[src/hdl/tsmv_pkg.sv]
// ----------------------------------------------------------------------------
// tsmv_pkg
// Shared widths, register indexes, reset values and types of the voter.
// ----------------------------------------------------------------------------
package tsmv_pkg;

  localparam int VAL_W     = 24;   // one reading, 1/1024 hPa
  localparam int SUM_W     = 26;   // sum of three readings
  localparam int CFG_IDX_W = 2;
  localparam int PROD_W    = 2 * SUM_W;

  // register indexes on the configuration port
  localparam logic [CFG_IDX_W-1:0] REG_DIV_LIMIT = 2'd0;
  localparam logic [CFG_IDX_W-1:0] REG_VALID_MIN = 2'd1;
  localparam logic [CFG_IDX_W-1:0] REG_VALID_MAX = 2'd2;

  localparam logic [VAL_W-1:0] DIV_LIMIT_RST = 24'd1024;
  localparam logic [VAL_W-1:0] VALID_MIN_RST = 24'd307200;
  localparam logic [VAL_W-1:0] VALID_MAX_RST = 24'd1228800;

  // floor(x / 3) = (x * RECIP3) >> RECIP_SHIFT, exact for any x below 2^26
  localparam logic [SUM_W-1:0] RECIP3      = 26'd44739243;
  localparam int               RECIP_SHIFT = 27;

  // how the final sum is scaled; in the sort stage DIV_THREE marks a
  // full three-way vote still waiting for its gap test
  typedef enum logic [1:0] {
    DIV_NONE  = 2'd0,   // no valid reading: zero, failure flagged
    DIV_ONE   = 2'd1,
    DIV_TWO   = 2'd2,
    DIV_THREE = 2'd3
  } scale_t;

  typedef struct packed {
    scale_t            scale;
    logic [SUM_W-1:0]  sum;
  } vote_t;

endpackage

[src/hdl/tsmv_lane.sv]
// ----------------------------------------------------------------------------
// tsmv_lane
// One sensor lane: registers the reading and its window check.
// ----------------------------------------------------------------------------
module tsmv_lane (
  input  logic                       clk,
  input  logic                       load,
  input  logic [tsmv_pkg::VAL_W-1:0] pressure,
  input  logic [tsmv_pkg::VAL_W-1:0] valid_min,
  input  logic [tsmv_pkg::VAL_W-1:0] valid_max,
  output logic [tsmv_pkg::VAL_W-1:0] value_r,
  output logic                       ok_r
);
  import tsmv_pkg::*;

  logic ok_nxt;

  // both bounds inclusive; an inverted window passes nothing
  assign ok_nxt = (pressure >= valid_min) && (pressure <= valid_max);

  always_ff @(posedge clk) begin
    if (load) begin
      value_r <= pressure;
      ok_r    <= ok_nxt;
    end
  end

endmodule

[config.mk]
export PLATFORM = sky130hd
export DESIGN_NAME = tsmv_lane
export DESIGN_NICKNAME = d
export VERILOG_FILES = /design/src/hdl/tsmv_pkg.sv /design/src/hdl/tsmv_lane.sv
export SDC_FILE = /design/constraint.sdc
export NUM_CORES = 1
export LEC_CHECK = 0
export CORE_MARGIN = 2
export CORE_UTILIZATION = 55
export CTS_CLUSTER_SIZE = 24
export DETAILED_ROUTE_END_ITERATION = 6
export DONT_BUFFER_PORTS = 1
export PLACE_DENSITY = 0.7
export SETUP_SLACK_MARGIN = 0.05
export SLEW_MARGIN = 0
export SYNTH_ARGS = -nofsm -noshare
export SYNTH_HDL_FRONTEND = slang
export SYNTH_SLANG_ARGS = --single-unit
[constraint.sdc]
create_clock -name clk -period 2.1 [get_ports clk]
set_input_delay 0.21 -clock clk [delete_from_list [all_inputs] [get_ports clk]]
set_output_delay 0.21 -clock clk [all_outputs]
set_load 0.02 [all_outputs]
==> results.md <==
- The vias after detailed routing is 1477.
- The start point of the worst min-delay path is load.
- Cell internal power was estimated by the tool at 802 uW.
- The global-route wire length before repair is 7040 um.
- The cell sitting at the root of the clock tree is a clkbuf_4.
- The average wire per standard cell is 16.2 um.
- Data arrives at the worst endpoint at 1.64 ns.
- The proportion of register bits with asynchronous set or reset after synthesis is 0%.
- The primary flip-flop cell chosen by synthesis mapping is edfxtp_1.
- The power density of the placed cells is 503 nW/um2.
- The average cell area after synthesis is 10.3 um2.
- Of the total power, the share spent switching nets is 30.2%.
- The vias per cell is 5.59.
- The most instantiated library cell after synthesis is ha_1.
- The kind of capture point of the worst setup path is a flop.
- Entering global routing, the biggest net connects 26 pins.
- The required time at the worst-slack endpoint is 2.20 ns.
- Measured along the x axis, the die boundary spans 63.3 um.
- The number of nets in the finished design is 341.
- For this configuration, the core starts out at a cell density of 57.5%.
- Static timing analysis puts the maximum clock frequency at 649 MHz.
- STA classifies the critical path startpoint as an input port.
- After detailed routing, the total wire length is 4270 um.
- Global routing used 22.4% of the available tracks across all layers.
- The port buffer count is 0.
- The die outline area is 4010 um2.
- For the pin with the worst max-slew slack, the measured transition is 0.385 ns.
- The utilization of the core after routing is 68.0%.
- The critical setup path kind is in -> reg.
- The tool flagged a number of max-cap violations equal to 0.
- The part of the total power dissipated in the clock network is 20.0%.
- Walking the worst path, the cells encountered are inv_1 > ha_1 > a21o_1 > nand3_1 > a21oi_1 > a2111oi_0 > buf_4 > a2111oi_0 > a2bb2oi_1.
- For this design the static power due to leakage is 0.00114 uW.
- After clock tree synthesis, the clock-pin slew on the worst setup and hold paths is 0.15 ns.
- The count of distinct cell types in the synthesized netlist is 25.
- The number of antenna violations at the first check in global routing came to 0.
- The type of the worst min-delay path is in -> reg.
- The number of I/O pins is 99.
- By count the netlist is led by ha_1, inv_1, edfxtp_1.
- The hold path depth is 1.
- The highest ir drop seen on vdd is 0.000286 V.
- The share of total power dissipated in sequential elements is 57.6%.
- The post-route DRC violation count is 0.
- The number of global-route vias before repair is 1587.
- Setup repair after global routing left no endpoint under its margin.
- The largest area contributor in the netlist is edfxtp_1.
- The maximum net fanout on the critical path is 2.
- The final period demand of the worst path is 1.54 ns.
- The number of routed nets with antenna violations is 0.
- In this design, the stage delay of the slowest critical-path cell is 0.40 ns.
- Cells with a size suffix above 1 make up 3.67% of the layout.
- The area share of the largest cell type after synthesis is 38.8%.
- In this run, the number of DRC markers left after iteration 0 of detailed routing was 37.
- The part of the cycle the worst path needs is 73.3%.
- The cell with the largest stage delay on the worst path is a2111oi_0.
- The floorplan has 21 rows.
- The share of the Yosys chip area taken by registers is 38.8%.
- The number of gates resized after cts is 0.
- For this run, the detailed router's first-pass iteration total came to 4.
- The terminating pin of the worst hold path is value_r[3]$_DFFE_PP_.
- The analysis attributes to net switching a power of 347 uW.
- After synthesis the netlist holds a flip-flop and latch count of 25.
- The synthesized design contains 25 enable-type register cells.
- The placed instances occupy a cell area of 2000 um2.
- The floorplan die height is 63.3 um.
- The synthesis warning total is 0.
- The combinational share of power is 22.3%.
- The number of nets handed over by synthesis was 310.
- The cell area that synthesis handed to floorplanning was 1930 um2.
- The congestion estimate from routability-driven global placement came to 0.762.
- The number of cells produced by synthesis is 188.
- The accumulated negative setup slack is 0 ns.
- The worst pin sits at a relative slew slack of 73.6%.
- The flow ran to the end, and the final reports show no timing, DRC or antenna violations.
- The cell repeated most along the worst path is a2111oi_0.
- The TritonCTS sink count is 25.
- Relative to the synthesized area, the layout overhead comes to 18.2%.
- The final hold violation count is 0.
- The placeable core region is 3360 um2.
- Counting the buffers created by CTS gives 3.
- The overflow left after global routing is 0.
- Setup violations remaining at the end of the flow were counted as 0.
- 0 antenna diodes ended up in the layout.
- After synthesis, the cell types taking the most area are edfxtp_1, ha_1, inv_1, a21oi_1, a21o_1.
- The number of buffers on the longest clock path is 2.
- In this run the number of H-tree levels came out at 1.
- The TritonCTS clock tree is done.
- Once layout is done, the placed cells without fillers occupy 2290 um2.
- The number of max-slew violations in the final report came to 0.
- The post-detailed-placement half-perimeter wirelength is 3470 um.
[logic make-up after synthesis]
group	synth area share, %
simple gates	9.25
compound gates	11.8
buf+inv	9.12
flops	38.8
fa+ha+maj	31.0
[placed cells by master, fill, tap and decap left out, types with 3 or more instances in the layout]
cell	instances
o21ai_0	4
inv_1	47
nand2_1	9
clkbuf_4	3
a21oi_1	16
ha_1	48
edfxtp_1	25
a21o_1	5
nand4_1	6
nand3_1	4
dlygate4sd3_1	24
nor2_1	5
[worst max-delay path, delay by kind of cell]
kind | cells | cell delay, ns
AOI/OAI and AO/OA | 5 | 0.86
adders and majority gates | 1 | 0.28
buffers and inverters | 2 | 0.21
and+or+nand+nor | 1 | 0.07
[through the flow]
step / setup slack, ns / instances / power, uW / hold WS (ns)
2_1_floorplan: 0.392 / 188 / 826 / 0.309
3_3_place_gp: 0.202 / 235 / 866 / 0.309
3_5_place_dp: 0.185 / 235 / 883 / 0.309
4_1_cts: 0.527 / 264 / 1150 / 0.185
5_1_grt: 0.410 / 264 / 1220 / 0.174
6_report: 0.560 / 264 / 1150 / 0.172
[worst max path at each step]
| stage | from | endpoint | slack (ns) | cells past startpoint |
|---|---|---|---|---|
| floorplan | valid_max[21] | ok_r$_DFFE_PP_ | 0.39 | 7 |
| global placement | valid_min[9] | ok_r$_DFFE_PP_ | 0.20 | 9 |
| detailed placement | valid_max[22] | ok_r$_DFFE_PP_ | 0.18 | 7 |
| CTS | valid_min[9] | ok_r$_DFFE_PP_ | 0.53 | 9 |
| global route | valid_max[21] | ok_r$_DFFE_PP_ | 0.41 | 7 |
| finish | valid_min[9] | ok_r$_DFFE_PP_ | 0.56 | 9 |
[metal layers]
layer	global-route usage (%)	part of all wire, %	vias up
met3	4.29	6.0	6
met1	26.0	41	671
met4	6.52	1.2	0
met5	0	0	-
met2	41.5	52	69
li1	-	-	731
[layout make-up]
class                           instances  area, um2
Clock buffer                            4       26.3
Tap cell                               46       57.6
Fill cell                             280       1080
Multi-Input combinational cell        116       1010
Timing Repair Buffer                   26        268
Sequential cell                        25        751
Inverter                               47        176
[flip-flops by register name, indices dropped and copies added, names as in the netlist]
| name | flops |
|---|---|
| ok_r | 1 |
| value_r | 24 |
[power groups by stage]
stage	clock network (uW)	registers, uW	logic, uW
after CTS	230	664	259
after floorplan	0	668	157
after detailed placement	0	676	207
final	230	662	256
after global placement	0	674	192
after global routing	253	666	300
[what timing repair did]
action                                 in CTS  in global routing
setup buffers                               0                  0
endpoints found under the hold margin      49                  0
hold buffers                               25                  0
Note: power is estimated with default switching activity, not from simulation.
