===== config.mk =====
export PLATFORM = sky130hd
export DESIGN_NAME = tsmv_merge
export DESIGN_NICKNAME = d
export VERILOG_FILES = /design/src/hdl/tsmv_pkg.sv /design/src/hdl/tsmv_merge.sv
export SDC_FILE = /design/constraint.sdc
export NUM_CORES = 1
export LEC_CHECK = 0
export ABC_AREA = 1
export BUFFER_PORTS_ARGS = -buffer_cell sky130_fd_sc_hd__clkbuf_2
export CORE_ASPECT_RATIO = 2
export CORE_MARGIN = 5
export CORE_UTILIZATION = 52
export CTS_CLUSTER_SIZE = 16
export DETAILED_ROUTE_END_ITERATION = 10
export MAX_ROUTING_LAYER = met4
export PLACE_DENSITY = 0.71
export SYNTH_ARGS = -nofsm -noshare
export SYNTH_HDL_FRONTEND = slang
export SYNTH_SLANG_ARGS = --single-unit

===== constraint.sdc =====
create_clock -name clk -period 11.1 [get_ports clk]
set_input_delay 3.33 -clock clk [delete_from_list [all_inputs] [get_ports clk]]
set_output_delay 3.33 -clock clk [all_outputs]
set_load 0.005 [all_outputs]

===== src/hdl/tsmv_pkg.sv =====
// ----------------------------------------------------------------------------
// tsmv_pkg
// Shared widths, register indexes, reset values and types of the voter.
// ----------------------------------------------------------------------------
package tsmv_pkg;

  localparam int VAL_W     = 24;   // one reading, 1/1024 hPa
  localparam int SUM_W     = 26;   // sum of three readings
  localparam int CFG_IDX_W = 2;
  localparam int PROD_W    = 2 * SUM_W;

  // register indexes on the configuration port
  localparam logic [CFG_IDX_W-1:0] REG_DIV_LIMIT = 2'd0;
  localparam logic [CFG_IDX_W-1:0] REG_VALID_MIN = 2'd1;
  localparam logic [CFG_IDX_W-1:0] REG_VALID_MAX = 2'd2;

  localparam logic [VAL_W-1:0] DIV_LIMIT_RST = 24'd1024;
  localparam logic [VAL_W-1:0] VALID_MIN_RST = 24'd307200;
  localparam logic [VAL_W-1:0] VALID_MAX_RST = 24'd1228800;

  // floor(x / 3) = (x * RECIP3) >> RECIP_SHIFT, exact for any x below 2^26
  localparam logic [SUM_W-1:0] RECIP3      = 26'd44739243;
  localparam int               RECIP_SHIFT = 27;

  // how the final sum is scaled; in the sort stage DIV_THREE marks a
  // full three-way vote still waiting for its gap test
  typedef enum logic [1:0] {
    DIV_NONE  = 2'd0,   // no valid reading: zero, failure flagged
    DIV_ONE   = 2'd1,
    DIV_TWO   = 2'd2,
    DIV_THREE = 2'd3
  } scale_t;

  typedef struct packed {
    scale_t            scale;
    logic [SUM_W-1:0]  sum;
  } vote_t;

endpackage


===== src/hdl/tsmv_merge.sv =====
// ----------------------------------------------------------------------------
// tsmv_merge
// Merges the lane results: sorts the valid readings, applies the
// divergence test and forms the sum to be scaled.
// ----------------------------------------------------------------------------
module tsmv_merge (
  input  logic                       clk,
  input  logic                       rst_n,
  input  logic                       in_vld,
  output logic                       in_stall,
  input  logic [tsmv_pkg::VAL_W-1:0] val_a,
  input  logic [tsmv_pkg::VAL_W-1:0] val_b,
  input  logic [tsmv_pkg::VAL_W-1:0] val_c,
  input  logic [2:0]                 ok_mask,
  input  logic [tsmv_pkg::VAL_W-1:0] div_limit,
  output logic                       out_vld,
  input  logic                       out_stall,
  output tsmv_pkg::vote_t            out_vote
);
  import tsmv_pkg::*;

  localparam logic [2:0] MASK_ALL = 3'b111;
  localparam logic [2:0] MASK_AB  = 3'b110;
  localparam logic [2:0] MASK_AC  = 3'b101;
  localparam logic [2:0] MASK_BC  = 3'b011;
  localparam logic [2:0] MASK_A   = 3'b100;
  localparam logic [2:0] MASK_B   = 3'b010;
  localparam logic [2:0] MASK_C   = 3'b001;

  logic             s2_vld_r, s3_vld_r;
  logic             s2_load, s3_load;
  logic [VAL_W-1:0] p0_r, p1_r, p2_r;
  logic [VAL_W-1:0] p0_nxt, p1_nxt, p2_nxt;
  scale_t           s2_scale_r, s2_scale_nxt;
  vote_t            vote_r, vote_nxt;
  logic             gt_ab, gt_bc, gt_ac;
  logic [VAL_W-1:0] lo, mid, hi;
  logic             gap_lo, gap_hi;
  logic [SUM_W-1:0] sum_up, sum_dn, sum_all;

  assign s3_load  = !s3_vld_r || !out_stall;
  assign s2_load  = !s2_vld_r || s3_load;
  assign in_stall = !s2_load;
  assign out_vld  = s3_vld_r;
  assign out_vote = vote_r;

  // three compares side by side instead of a chain of swaps
  assign gt_ab = val_a > val_b;
  assign gt_bc = val_b > val_c;
  assign gt_ac = val_a > val_c;

  assign lo  = gt_ab ? (gt_bc ? val_c : val_b) : (gt_ac ? val_c : val_a);
  assign hi  = gt_ab ? (gt_ac ? val_a : val_c) : (gt_bc ? val_b : val_c);
  assign mid = gt_ab ? (gt_bc ? val_b : (gt_ac ? val_c : val_a))
                     : (gt_bc ? (gt_ac ? val_a : val_c) : val_b);

  always_comb begin
    p0_nxt       = '0;
    p1_nxt       = '0;
    p2_nxt       = '0;
    s2_scale_nxt = DIV_NONE;
    unique case (ok_mask)
      MASK_ALL: begin
        p0_nxt       = lo;
        p1_nxt       = mid;
        p2_nxt       = hi;
        s2_scale_nxt = DIV_THREE;
      end
      MASK_AB: begin
        p0_nxt       = val_a;
        p1_nxt       = val_b;
        s2_scale_nxt = DIV_TWO;
      end
      MASK_AC: begin
        p0_nxt       = val_a;
        p1_nxt       = val_c;
        s2_scale_nxt = DIV_TWO;
      end
      MASK_BC: begin
        p0_nxt       = val_b;
        p1_nxt       = val_c;
        s2_scale_nxt = DIV_TWO;
      end
      MASK_A: begin
        p0_nxt       = val_a;
        s2_scale_nxt = DIV_ONE;
      end
      MASK_B: begin
        p0_nxt       = val_b;
        s2_scale_nxt = DIV_ONE;
      end
      MASK_C: begin
        p0_nxt       = val_c;
        s2_scale_nxt = DIV_ONE;
      end
      default: s2_scale_nxt = DIV_NONE;
    endcase
  end

  // gap test on the sorted triple; low gap wins when both are too wide
  assign gap_lo  = (p1_r - p0_r) > div_limit;
  assign gap_hi  = (p2_r - p1_r) > div_limit;
  assign sum_up  = {2'b00, p1_r} + {2'b00, p2_r};
  assign sum_dn  = {2'b00, p0_r} + {2'b00, p1_r};
  assign sum_all = sum_dn + {2'b00, p2_r};

  always_comb begin
    vote_nxt.scale = s2_scale_r;
    vote_nxt.sum   = '0;
    case (s2_scale_r)
      DIV_THREE: begin
        if (gap_lo) begin
          vote_nxt.scale = DIV_TWO;
          vote_nxt.sum   = sum_up;
        end else if (gap_hi) begin
          vote_nxt.scale = DIV_TWO;
          vote_nxt.sum   = sum_dn;
        end else begin
          vote_nxt.sum   = sum_all;
        end
      end
      DIV_TWO: vote_nxt.sum = sum_dn;
      DIV_ONE: vote_nxt.sum = {2'b00, p0_r};
      default: vote_nxt.sum = '0;
    endcase
  end

  always_ff @(posedge clk) begin
    if (!rst_n) begin
      s2_vld_r <= 1'b0;
      s3_vld_r <= 1'b0;
    end else begin
      if (s2_load) s2_vld_r <= in_vld;
      if (s3_load) s3_vld_r <= s2_vld_r;
    end
  end

  always_ff @(posedge clk) begin
    if (s2_load) begin
      p0_r       <= p0_nxt;
      p1_r       <= p1_nxt;
      p2_r       <= p2_nxt;
      s2_scale_r <= s2_scale_nxt;
    end
    if (s3_load) begin
      vote_r <= vote_nxt;
    end
  end

endmodule


==> run summary <==
### Outcome
• outcome: finished clean

### Logic synthesis
• Seq/Total Area, Yosys: 0.178
• async set-or-reset flop fraction in the synthesized netlist: 0
• Mapped Avg Cell Area: 6.34 µm²
• Ys Warns: 0
• number of synthesized flops with an enable pin: 102
• area of the mapped netlist: 0.0174 mm²
• net count after synthesis: 3092
• number of unique standard cell types used by synthesis: 55
• Seq cells post-synth: 104
• Cells after Synth: 2745
• Main synth FF type: sky130_fd_sc_hd__edfxtp_1

### GRT
• Total GRT Usage: 0.357
• final global-route overflow total: 0
• number of global-route vias before repair: 18836
• largest net degree at the start of global routing: 89
• first-pass GRT wire length: 102000 µm
• initial antenna violation count: 1

### Timing
• max frequency: 134 MHz
• Final Hold Violating Endpoints: 0
• setup repair after global routing missed its margin: false
• minimum period implied by the final worst setup slack: 7.48 ns
• final worst clock skew: 0.0199 ns
• fin crit share: 0.674
• transition time at the pin with the least slew margin: 1.32 ns
• final setup fails: 0
• sum of negative setup slack: 0 ns
• worst setup slack after layout: 3.62 ns
• worst max-slew margin expressed relative to the limit: 0.114
• Max Slew Vio Count: 0

### Floorplanning
• area of the core: 0.0330 mm²
• floorplan die area: 0.0374 mm²
• total I/O pin count: 133
• floorplan die width: 139 µm
• std cell rows: 94
• Die H: 269 µm
• initial core utilization: 0.527

### Pwr
• cell-internal power: 0.00115 W
• static leakage: 9.82 nW
• Comb power frac: 0.627
• share of total power in the clock network: 0.142
• power per unit of standard cell area: 128 mW/mm²
• net switching power of the design: 0.00121 W
• largest vdd supply drop: 0.107 mV
• sequential share of power: 0.231
• switching part of the total: 0.513

### Drt
• final routed DRC violation total: 0
• per-cell via count in the routed design: 5.93
• antenna-violating nets left: 0
• mean routed wirelength per cell: 20.8 µm
• Via Count: 19141
• detailed router's first-iteration violation count: 1385
• first-pass iteration count of the detailed router: 7
• wire length reported by the detailed router: 67300 µm

### Setup path
• launching point of the worst reg2reg path: p1_r[1]
• kind of start point of the critical path: input pin
• endpoint of the most critical register-to-register path: out_vote[16]
• Worst path depth: 5
• CP Max Fanout: 30
• worst path required time: 7.77 ns
• launch point of the critical path: out_stall
• Critical Path Most Common Cell: sky130_fd_sc_hd__clkbuf_2
• length in cells of the worst reg-to-reg path: 21
• capture point of the worst path: in_stall
• delay of the slowest cell on the worst path: 0.40 ns
• crit-path cells: clkbuf_2 > nand2_1 > buf_4 > nor2_1 > clkbuf_2
• family with the most delay on the worst path: buffers and inverters
• cell with the biggest individual delay on the critical path: sky130_fd_sc_hd__buf_4
• critical path endpoint category: primary output
• CP Class: input pin to primary output
• slack of the worst reg-to-reg path: 4.23 ns
• critical path buffer and inverter count: 3
• critical path arrival: 4.15 ns

### Finish
• final cell utilization of the core: 0.558
• NumNets Final: 3137
• post-route cell area: 0.0184 mm²
• relative area change from synthesis to final layout: 5.97%
• final cell count without fillers: 3229
• layout cell share with drive strength beyond 1: 0.0676

### Hold path
• path category of the worst min-delay check: register to register
• Worst Min Path Start: s2_vld_r

### CTS
• Clock Path Buffers: 2
• clock-pin slew reported for the worst setup and hold paths after clock tree synthesis: 0.07 ns
• TritonCTS buffer count: 9
• clock insertion delay at the later pin of the skew report: 0.38 ns
• count of hold-fix buffers inserted at cts: 0
• number of gates given a new drive strength after cts: 0
• clock net sink count: 104
• Clock H-tree levels: 3
• number of setup buffers added after CTS: 0
• Root Driver: sky130_fd_sc_hd__clkbuf_16
• CTS tree: built

### Place
• Setup Slack @ Placement: 3.61 ns
• post-detailed-placement cell area: 0.0181 mm²
• cell count after placement: 3211
• routability congestion estimate from global placement: 0.998
• Port Buffers: 132
• placed wire-length estimate after detailed placement: 54800 µm

### Run
• maximum capacitance violations: 0

==> layout make-up <==
cell class              instances  area, µm²
clock buffers                  10        229
repair buffers                143        743
inverters                     388       1460
multi-input cells            2144      12300
well taps                     432        541
fillers                      3400      14600
flip-flops and latches        104       3100
clock inverters                 6       66.3
diodes                          2       5.00
==> cells by family after synthesis <==
group,after synthesis,share of synthesized area
buffers and inverters,497,0.116
flip-flops,104,0.178
XOR/XNOR,89,0.0452
AND/OR/NAND/NOR,1252,0.304
AO/OA/AOI/OAI,559,0.179
adder cells (fa/ha/maj),244,0.178
==> routing by layer <==
layer  GRT usage  vias to the layer above  part of all wire
li1            -                     9235                 -
met2       0.657                      931              0.52
met1       0.360                     8702              0.34
met5           -                        -                 0
met4       0.246                        0             0.083
met3      0.0222                      273             0.053
==> cell usage in the layout, fill, tap and decap left out, drive strengths merged, types with 2 or more instances in the layout <==
master	netlist	routed
xnor2	6	6
a31oi	20	20
a21o	16	16
nand3	286	286
nand3b	4	4
and3	2	2
diode	0	2
nor4	6	6
o21bai	26	26
nor3	26	26
o31ai	3	3
o22ai	45	45
nand4	22	22
or2	6	6
o21a	6	6
nor2	201	201
a211oi	3	3
clkinv	3	5
inv	385	387
o211ai	8	8
clkbuf	47	142
a21oi	272	272
dfxtp	2	2
ha	238	238
edfxtp	102	102
a21boi	10	10
xor2	83	83
fa	6	6
nand2	697	697
o21ai	140	140
a221oi	8	8
buf	62	11
==> power groups by stage <==
stage                     clock (W)  combinational [W]  sequential [W]
after floorplan                   0            0.00101        0.000541
after global placement            0            0.00143        0.000554
after detailed placement          0            0.00145        0.000556
after CTS                  0.000340            0.00146        0.000547
after global routing       0.000355            0.00165        0.000553
final                      0.000336            0.00148        0.000547
==> registers in the layout, summed over array words and instances (netlist names) <==
| register | cells |
|---|---|
| s2_scale_r | 2 |
| p0_r | 24 |
| out_vote | 28 |
| out_vld | 1 |
| s2_vld_r | 1 |
| p2_r | 24 |
| p1_r | 24 |
==> cell usage after synthesis, drive strengths merged (8+ instances only) <==
cell type,n,area [µm²]
nand2,697,2640
inv,385,1450
nand3,286,1470
a21oi,272,1370
ha,238,2980
nor2,201,780
o21ai,140,708
edfxtp,102,3060
xor2,83,734
buf,62,375
clkbuf,47,178
o22ai,45,282
nor3,26,130
o21bai,26,195
nand4,22,144
a31oi,20,125
a21o,16,120
a21boi,10,75.1
a221oi,8,70.1
o211ai,8,60.1
==> how the worst min path moves through the flow <==
stage | slack [ns] | to | depth (start not counted)
final | 0.49 | out_vld | 2
after global routing | 0.52 | out_vld | 2
after CTS | 0.49 | out_vld | 2
after detailed placement | 0.48 | out_vld | 2
after global placement | 0.45 | out_vld | 2
after floorplan | 0.44 | out_vld | 2
==> worst reg2reg max path, stage by stage, from the launching register on <==
cell,delay [ns]
sky130_fd_sc_hd__edfxtp_1,0.55
sky130_fd_sc_hd__inv_1,0.21
sky130_fd_sc_hd__fa_1,0.50
sky130_fd_sc_hd__nand3_1,0.09
sky130_fd_sc_hd__nand2_1,0.13
sky130_fd_sc_hd__a21oi_1,0.42
sky130_fd_sc_hd__o21ai_0,0.27
sky130_fd_sc_hd__a21oi_1,0.53
sky130_fd_sc_hd__o21ai_0,0.22
sky130_fd_sc_hd__xor2_1,0.18
sky130_fd_sc_hd__ha_1,0.29
sky130_fd_sc_hd__nand2_1,0.06
sky130_fd_sc_hd__nor2_1,0.20
sky130_fd_sc_hd__nand4_1,0.34
sky130_fd_sc_hd__nor2_1,0.38
sky130_fd_sc_hd__nand4_1,0.17
sky130_fd_sc_hd__nand2_2,0.51
sky130_fd_sc_hd__clkinv_1,0.85
sky130_fd_sc_hd__o21ai_0,0.42
sky130_fd_sc_hd__nand2_1,0.08
sky130_fd_sc_hd__nand2_1,0.07
sky130_fd_sc_hd__nand3_1,0.14
==> per-stage QoR <==
| stage | total power [W] | hold WS [ns] |
|---|---|---|
| global route | 0.00255 | 0.518 |
| finish | 0.00237 | 0.488 |
| floorplan | 0.00155 | 0.444 |
| detailed placement | 0.00201 | 0.480 |
| global placement | 0.00198 | 0.449 |
| CTS | 0.00235 | 0.490 |
Note: power is estimated with default switching activity, not from simulation.
